[src/dlt_pkg.sv]
// Shared types, codes and reset values for the DHCP lease table unit.
// No dependencies; every other file of the block imports this package.
`default_nettype none

package dlt_pkg;

  localparam int unsigned FUNC_W     = 2;
  localparam int unsigned MAC_W      = 48;
  localparam int unsigned IP_W       = 32;
  localparam int unsigned SEC_W      = 32;
  localparam int unsigned HOST_W     = 8;
  localparam int unsigned STATUS_W   = 3;
  localparam int unsigned ACNT_W     = 7;
  localparam int unsigned CFG_IDX_W  = 2;
  localparam int unsigned CFG_DATA_W = 32;

  localparam int unsigned       DEF_LEASE_ENTRIES = 64;
  localparam logic [IP_W-1:0]   DEF_POOL_BASE     = 32'hC0A8_0A00;
  localparam logic [HOST_W-1:0] DEF_HOST_OFFSET   = 8'd100;
  localparam logic [SEC_W-1:0]  DEF_LEASE_SECONDS = 32'd3600;

  localparam logic [CFG_IDX_W-1:0] CFG_POOL_BASE     = 2'd0;
  localparam logic [CFG_IDX_W-1:0] CFG_HOST_OFFSET   = 2'd1;
  localparam logic [CFG_IDX_W-1:0] CFG_LEASE_SECONDS = 2'd2;

  typedef enum logic [FUNC_W-1:0] {
    FN_DISCOVER = 2'd0,
    FN_REQUEST  = 2'd1,
    FN_RELEASE  = 2'd2,
    FN_TICK     = 2'd3
  } func_t;

  typedef enum logic [STATUS_W-1:0] {
    ST_OFFERED   = 3'd0,
    ST_ACKED     = 3'd1,
    ST_REFUSED   = 3'd2,
    ST_EXHAUSTED = 3'd3,
    ST_RELEASED  = 3'd4,
    ST_UNMATCHED = 3'd5,
    ST_TICK      = 3'd6
  } status_t;

  typedef enum logic [1:0] {
    S_IDLE   = 2'd0,
    S_SCAN   = 2'd1,
    S_UPDATE = 2'd2,
    S_FINISH = 2'd3
  } ctrl_state_t;

  // controller to datapath
  typedef struct packed {
    logic load;
    logic scan;
    logic update;
    logic emit;
  } cmd_t;

  // datapath to controller
  typedef struct packed {
    logic scan_done;
    logic out_free;
  } sts_t;

  typedef struct packed {
    logic [MAC_W-1:0] mac;
    logic [IP_W-1:0]  addr;
    logic [SEC_W-1:0] expiry;
  } entry_t;

endpackage

`default_nettype wire

[src/dlt_ctrl.sv]
// Controller of the lease table: sequences accept, table scan, update and
// result hand-off. Depends on dlt_pkg.
`default_nettype none

module dlt_ctrl (
  input  logic          clk,
  input  logic          rst_n,
  input  logic          in_valid,
  output logic          in_ready,
  output dlt_pkg::cmd_t cmd,
  input  dlt_pkg::sts_t sts
);
  import dlt_pkg::*;

  ctrl_state_t state_r, state_nxt;
  logic        accept;

  assign accept = in_valid && in_ready;

  always_comb begin
    state_nxt = state_r;
    unique case (state_r)
      S_IDLE:   if (accept) state_nxt = S_SCAN;
      S_SCAN:   if (sts.scan_done) state_nxt = S_UPDATE;
      S_UPDATE: state_nxt = S_FINISH;
      S_FINISH: if (sts.out_free) state_nxt = S_IDLE;
    endcase
  end

  always_comb begin
    in_ready   = (state_r == S_IDLE);
    cmd.load   = (state_r == S_IDLE) && in_valid;
    cmd.scan   = (state_r == S_SCAN);
    cmd.update = (state_r == S_UPDATE);
    cmd.emit   = (state_r == S_FINISH) && sts.out_free;
  end

  always_ff @(posedge clk) begin
    if (!rst_n) begin
      state_r <= S_IDLE;
    end else begin
      state_r <= state_nxt;
    end
  end

endmodule

`default_nettype wire

[config.mk]
export PLATFORM = sky130hd
export DESIGN_NAME = dlt_ctrl
export DESIGN_NICKNAME = d
export VERILOG_FILES = /design/src/dlt_pkg.sv /design/src/dlt_ctrl.sv
export SDC_FILE = /design/constraint.sdc
export NUM_CORES = 1
export LEC_CHECK = 0
export BUFFER_PORTS_ARGS = -buffer_cell sky130_fd_sc_hd__buf_2
export CORE_AREA = 2 2 39 41
export DETAILED_ROUTE_END_ITERATION = 6
export DIE_AREA = 0 0 41 43
export GPL_ROUTABILITY_DRIVEN = 0
export SLEW_MARGIN = 10
export SYNTH_ARGS = -nofsm -noshare
export SYNTH_HDL_FRONTEND = slang
export SYNTH_SLANG_ARGS = --single-unit
[constraint.sdc]
create_clock -name clk -period 1.8 [get_ports clk]
set_input_delay 0.09 -clock clk [delete_from_list [all_inputs] [get_ports clk]]
set_output_delay 0.09 -clock clk [all_outputs]
set_load 0.03 [all_outputs]
Word level (Yosys, flattened, before mapping)
Cells that the tools add are included.

word-level totals
  register bits after elaboration = 2
  input port bits = 5
  output and inout port bits = 5
  word-level logic and storage cells = 15

operators by class
  equal/unequal tests = 6
  mux-type cells = 4
  reductions and logical operators = 4

operators by type and width
  operator            count
  $pmux 2 s4          1
  $mux 2              3
  $eq 2x2->1 const B  2
  $ne 2x1->1 const B  2
  $reduce_and 3->1    1
  $eq 2x1->1 const B  1
  $logic_and 1x1->1   2
  $logic_not 2->1     1
  $ne 2x2->1 const B  1

Logic depth before layout (Yosys ltp)
Gate-level depths: netlist of run 1.

  word-level depth = 4
  gate-level depth with buffers = 4
  depth with buffers taken out = 4

Least setup slack after synthesis of run 1
Ideal clock, no wire load.

  path kind = reg-to-reg
  start point = register state_r[0]
  end point = register state_r[0]
  setup time = 72 ps
  arrival = 1,448 ps
  data required time = 1,728 ps
  slack = 280 ps
  stages on the path, launching flop included = 5
  buffers on the path = 0
  period minus slack after synthesis = 1,520 ps
  cells stage by stage = dfxtp_1 -> inv_1 -> ha_1 -> a222oi_1 -> mux2i_1

on the way
  longest elaborated chain between the ends = 4
  elaborated cells on any way between the ends = 10
  classes of those cells = 6 x eq/ne; 1 x mux; 3 x reduce/logical

ends and longest elaborated chain
  item                               RTL line        text
  start, declared                    dlt_ctrl.sv:15  ctrl_state_t state_r, state_nxt;
  start signal, assigned             dlt_ctrl.sv:42  state_r <= state_nxt;
  $logic_not 2->1 (*)                dlt_ctrl.sv:31  in_ready = (state_r == S_IDLE);
  via in_ready                       dlt_ctrl.sv:9   output logic in_ready,
  $logic_and 1x1->1                  dlt_ctrl.sv:18  assign accept = in_valid && in_ready;
  $ne 2x1->1 (no source line)        n/a
  $reduce_and 3->1 (no source line)  n/a

Mark *: on every way through the listed nets, which the timed path passes. The rest lies on a longest branch.
A chain may end at the register's enable or synchronous reset.

Final worst setup path of run 1
  start point = register state_r[0]
  end point = register state_r[1]

on the way
  longest elaborated chain between the ends = 4
  elaborated cells on any way between the ends = 10
  classes of those cells = 6 x eq/ne; 1 x mux; 3 x reduce/logical

ends and longest elaborated chain
  item                               RTL line
  $logic_not 2->1                    dlt_ctrl.sv:22, dlt_ctrl.sv:31
  $logic_and 1x1->1                  dlt_ctrl.sv:18
  $ne 2x1->1 (no source line)        n/a
  $reduce_and 3->1 (no source line)  n/a

Several ways; a longest one is shown, not always the timed one.

==> key figures, run 1 <==
STA
  • Setup TNS: 0 ps
  • Final count of negative-setup-slack endpoints: 0
  • Max-slew violations: 0
  • RSZ-0062 raised after global routing: false
  • Final critical-path share of the clock period: 86.16%
  • Final WS setup: 249.1 ps
  • Clock Skews: 0.6025 ps
  • Hold Fails Final Rpt: 0
  • Post-layout min period: 1551 ps
  • Worst-margin pin slew: 532.6 ps
  • Max Freq: 644.8 MHz
  • Relative max-transition margin: 64.50%

Yosys
  • Cells after Synth: 21
  • Post-synthesis register bit count: 2
  • Proportion of synthesized flip-flops having asynchronous set or reset: 0%
  • Sequential share of the synthesized area: 22.70%
  • Yosys top cell area share: 28.37%
  • Cell area after synthesis: 176.4 um2
  • Avg Synthesized Cell Area: 8.401 um2
  • Number of distinct library cells after synthesis: 10
  • Syn nets: 30
  • Most instantiated cells after synthesis: inv_1, ha_1, nand2_1
  • Synth top area cells: ha_1, dfxtp_1, mux2i_1, inv_1, nand2_1
  • Synthesis Warnings: 0
  • Count leader, synth: inv_1
  • Post-synth top flop: dfxtp_1
  • Post-synth EDFFs: 0
  • Top cell type by total area after synthesis: ha_1

Power
  • Total power: 456.5 uW
  • Power Dens Cells: 1780 nW/um2
  • Static Leak: 0.0001470 uW
  • Max IR drop VDD: 0.4729 mV

Layout
  • Nets: 43
  • Layout cell share with drive strength beyond 1: 40.63%
  • Antenna diodes: 0
  • Top Registers: state_r (2)
  • Max reg flops: 2
  • Fillers: 154
  • Syn-to-layout area delta: 45.39%
  • Final Util: 18.54%
  • Largest register by flop count: state_r

Global routing
  • GRT Total Usage: 5.600%
  • Global-route wire length before repair: 579 um
  • Initial antenna violation count: 0
  • Total gr overflow: 0
  • Pin count of the biggest net entering global routing: 5
  • Vias in the first global route: 154

Worst setup path
  • CP cell instances: inv_1 > ha_1 > a222oi_1 > mux2i_1
  • Crit Path Class: reg -> reg
  • Slowest library cell on the worst path: a222oi_1
  • Arrival time of the worst setup path: 1700 ps
  • Worst EP required: 1950 ps
  • Critical Path Sink Type: flop
  • CP peak stage delay: 530 ps
  • Largest fanout on the critical path: 4
  • Critical Path Start Type: flop

Floorplanning
  • Die Ht: 43 um
  • Num ports: 10
  • Site Rows: 14
  • Core ar.: 1384 um2
  • Die W: 41 um
  • Die ar.: 1763 um2
  • Initial Util: 12.75%

Clock network
  • Root buf cell: clkbuf_4
  • Cts hold-fix bufs: 0
  • Resized Gates After CTS: 0
  • H-tree levels: 1
  • Post-CTS Setup Inserts: 0
  • Clock transition at path regs: 30 ps
  • Cts bufs inserted: 3
  • Max clock buf depth: 2
  • TritonCTS clock tree: built
  • CTS sink cnt: 2
  • Clock Latency Late Sink: 220 ps

Status
  • Status: finished, final reports clean

Place
  • Port Buffers: 9
  • Final HPWL DP: 288.2 um
  • Placement Setup Slack: 253.3 ps

Detailed routing
  • Via count: 163
  • WL/cell: 7.833 um
  • Antenna-violating nets left: 0
  • Via density per instance: 3.396
  • Post-Route WL: 376 um
  • DR pass1 iterations: 4
  • DRC: 0
  • DRT iter0 DRCs: 2

Run
  • Max_cap viols: 0

Worst hold path
  • Worst hold path type: in -> reg
==> stage by stage <==
stage                     instances  area (um2)  hold slack [ps]
after floorplan                  21       176.4            236.3
after global placement           45       234.0            383.5
after detailed placement         45       234.0            388.9
after CTS                        48       256.5            147.0
after global routing             48       256.5            183.0
final                            48       256.5            156.2
==> logic make-up (layout without fill, tap and decap cells) <==
family | after synthesis | count (layout) | synth area share (%)
AOI/OAI and AO/OA | 2 | 2 | 8.508
adders and majority gates | 4 | 4 | 28.37
buffers and inverters | 6 | 17 | 14.90
DFF | 2 | 2 | 22.70
muxes | 2 | 2 | 11.35
and+or+nand+nor | 5 | 5 | 14.19
==> final timing paths <==
check	startpoint	cells past startpoint	slack, ps	endpoint
max	state_r[0]$_SDFFE_PN0P_	4	250	state_r[1]$_SDFFE_PN0P_
min	rst_n	3	160	state_r[0]$_SDFFE_PN0P_
max reg2reg	state_r[0]$_SDFFE_PN0P_	4	250	state_r[1]$_SDFFE_PN0P_
min reg2reg	state_r[1]$_SDFFE_PN0P_	2	510	state_r[1]$_SDFFE_PN0P_
==> layer usage <==
metal / share of wire, % / GRT usage [%] / vias up / wire length, um
met2: 40 / 6.563 / 9 / 152
met4: 0 / 8.000 / 0 / 0
met5: 0 / 0 / - / 0
met1: 50 / 6.349 / 65 / 188
met3: 9.3 / 1.571 / 0 / 35
li1: - / - / 89 / -
==> cells in the final DEF (no fill, tap or decap) <==
cell and n:
and2_1 1, inv_1 5, ha_1 4, and2_2 1, buf_2 9, nand2_1 3
o21ai_0 1, mux2i_1 2, clkbuf_4 3, a222oi_1 1, dfxtp_1 2
==> power breakdown <==
part / internal, uW / switching [uW]
combinational: 94.7 / 175
clock: 73.5 / 25.1
sequential: 65.2 / 22.9
total: 233 / 223
==> critical path, delay by kind of cell (launching register included) <==
family	cells	cell delay, ps
buffers and inverters	1	80
multiplexers	1	250
adder cells (fa/ha/maj)	1	240
AO/OA/AOI/OAI	1	530
flip-flops	1	380
==> layout make-up <==
class,instances,area (um2),area share (%)
repair buffers,9,45.04,17.56
multi-input cells,13,110.1,42.93
well taps,16,20.02,7.805
flip-flops and latches,2,40.04,15.61
inverters,5,18.77,7.317
clock buffers,3,22.52,8.780
Note: power is estimated with default switching activity, not from simulation.
==> run 2: changes to the inputs <==
Settings changed: ABC_AREA set to 1.
==> run 2 against run 1 <==
  * Routed wire length decreased by 7.7%
  * Critical endpoint is now cmd[3]
  * Final cell count rose by 17%
  * Utilization is 0.90 points higher
  * Highest routed layer unchanged
  * Synthesized cell count rose by 38%
  * Global-route usage decreased by 0.49 points
  * Cell area up 4.9%
==> key figures, run 2 <==
Yosys
  • Post-Synth Simple-Gate Area: 34.44%
  • Post-synthesis register bit count: 2
  • Post-synth top flop: dfxtp_1
  • Yosys top cell area share: 26.49%
  • Post-Synth Adder-Cell Area: 26.49%
  • Syn nets: 38
  • Post-synthesis compound-gate area fraction: 0%
  • Top cell type by total area after synthesis: ha_1
  • Cell area after synthesis: 188.9 um2
  • Synthesis Warnings: 0
  • Post-synth EDFFs: 0
  • Avg Synthesized Cell Area: 6.515 um2
  • Proportion of synthesized flip-flops having asynchronous set or reset: 0%
  • Post-synthesis xor/xnor area fraction: 0%
  • Number of distinct library cells after synthesis: 8
  • Count leader, synth: nand2_1
  • Sequential share of the synthesized area: 21.19%
  • Mux contribution to synthesized area: 0%
  • Synth top area cells: ha_1, dfxtp_1, nand2_1, inv_1, nor2_1
  • Largest family of logic cells by synthesized area: simple AND/OR/NAND/NOR gates
  • Cells after Synth: 29
  • Most instantiated cells after synthesis: nand2_1, inv_1, ha_1, nor2_1, dfxtp_1

Global routing
  • Vias in the first global route: 152
  • GRT Total Usage: 5.110%
  • Initial antenna violation count: 0
  • Global-route wire length before repair: 483 um
  • Total gr overflow: 0
  • Pin count of the biggest net entering global routing: 5

STA
  • Max-slew violations: 0
  • Post-layout min period: 1223 ps
  • Final critical-path share of the clock period: 67.97%
  • RSZ-0062 raised after global routing: false
  • Worst-margin pin slew: 155.2 ps
  • Final count of negative-setup-slack endpoints: 0
  • Setup TNS: 0 ps
  • Max Freq: 817.4 MHz
  • Relative max-transition margin: 89.73%
  • WHS: 102.0 ps
  • Clock Skews: 1.469 ps
  • Final WS setup: 576.6 ps
  • Hold Fails Final Rpt: 0

Detailed routing
  • DRC: 0
  • Via density per instance: 3.250
  • Via count: 182
  • DR pass1 iterations: 2
  • Antenna-violating nets left: 0
  • Post-Route WL: 347 um
  • DRT iter0 DRCs: 1
  • WL/cell: 6.196 um

Power
  • Static Leak: 0.0001768 uW
  • Power Dens Cells: 1796 nW/um2
  • Max IR drop VDD: 0.3260 mV

Worst setup path
  • Critical Path Start Type: flop
  • Arrival time of the worst setup path: 1130 ps
  • R2r startpoint: state_r[0]$_SDFFE_PN0P_
  • Worst EP required: 1710 ps
  • Crit Path Class: reg -> out
  • Critical Path Sink Type: output pin
  • Largest fanout on the critical path: 4
  • Internal reg-to-reg setup slack: 640 ps
  • Reg2reg end: state_r[0]$_SDFFE_PN0P_
  • R2r worst-path depth: 5

Floorplanning
  • Die Ht: 43 um
  • Die ar.: 1763 um2
  • Core ar.: 1384 um2
  • Site Rows: 14
  • Num ports: 10
  • Initial Util: 13.65%
  • Die W: 41 um

Clock network
  • Max clock buf depth: 2
  • CTS sink cnt: 2
  • TritonCTS clock tree: built
  • Clock Latency Late Sink: 220 ps
  • H-tree levels: 1
  • Resized Gates After CTS: 0
  • Cts hold-fix bufs: 0
  • Clock transition at path regs: 30 ps
  • Post-CTS Setup Inserts: 0
  • Cts bufs inserted: 3
  • Root buf cell: clkbuf_4

Place
  • Final HPWL DP: 281.6 um
  • Placed cells: 53
  • Port Buffers: 9
  • Placement Setup Slack: 626.0 ps

Layout
  • Most frequent cells in the layout: nand2_1, buf_2, inv_1, nor2_1, ha_1
  • Largest register by flop count: state_r
  • Layout cell share with drive strength beyond 1: 32.50%
  • Top Registers: state_r (2)
  • Final Util: 19.44%
  • Fin cells: 56
  • Max reg flops: 2
  • Nets: 51
  • Syn-to-layout area delta: 42.38%
  • Fillers: 160
  • Antenna diodes: 0

Worst hold path
  • Hold Crit Endpoint: state_r[1]$_SDFFE_PN0P_
  • Min-delay src: rst_n
  • Hold depth: 3
  • Worst hold path type: in -> reg

Status
  • Status: finished, final reports clean

Run
  • Max_cap viols: 0
run 2: cell count changes after synthesis, sizes merged, moves of 2 or more:
cell,previous run,this run
nor2,0,4
inv,5,7
nand2,3,9
mux2i,2,0
and2,2,0
run 2: per-stage QoR:
step                      total power [uW]  instance area (um2)
after floorplan                      342.6                188.9
after global placement               388.0                246.5
after detailed placement             392.5                246.5
after CTS                            500.8                269.0
after global routing                 534.8                269.0
final                                483.1                269.0
run 2: how the worst max path moves through the flow:
| stage | to | startpoint | depth (start not counted) | slack, ps |
|---|---|---|---|---|
| after global routing | cmd[3] | state_r[0]$_SDFFE_PN0P_ | 5 | 460 |
| after CTS | cmd[3] | state_r[0]$_SDFFE_PN0P_ | 5 | 550 |
| after detailed placement | state_r[0]$_SDFFE_PN0P_ | state_r[0]$_SDFFE_PN0P_ | 5 | 630 |
| after floorplan | state_r[0]$_SDFFE_PN0P_ | state_r[0]$_SDFFE_PN0P_ | 5 | 570 |
| after global placement | state_r[0]$_SDFFE_PN0P_ | state_r[0]$_SDFFE_PN0P_ | 5 | 650 |
| final | cmd[3] | state_r[0]$_SDFFE_PN0P_ | 5 | 580 |
run 2: area by class of cell:
| cell class | count | area (um2) | area share (%) |
|---|---|---|---|
| multi-input combinational | 19 | 115.1 | 42.79 |
| tap | 16 | 20.02 | 7.442 |
| inverter | 7 | 26.28 | 9.767 |
| sequential | 2 | 40.04 | 14.88 |
| clock buffer | 3 | 22.52 | 8.372 |
| timing repair buffer | 9 | 45.04 | 16.74 |
run 2: critical path, cell delays in order (launching register included):
cell	delay [ps]
dfxtp_1	340
inv_1	80
ha_1	230
nand2_1	60
inv_1	30
buf_2	160
run 2: kinds of logic (layout without fill, tap and decap cells):
logic type / after synthesis / in the layout
AND/OR/NAND/NOR: 15 / 15
flip-flops: 2 / 2
buffers and inverters: 8 / 19
adder cells (fa/ha/maj): 4 / 4
run 2: metal layers:
metal,GRT usage [%],vias to the layer above,wire (um)
met5,0,-,0
met4,8.000,0,0
met3,4.188,0,51
met2,7.187,8,173
met1,2.556,71,122
li1,-,103,-
run 2: power breakdown:
group          internal, uW  total, uW  switching (uW)
sequential             66.2       81.8            15.6
combinational          99.0        302             203
clock                  73.6       99.3            25.7
total                   239        483             244
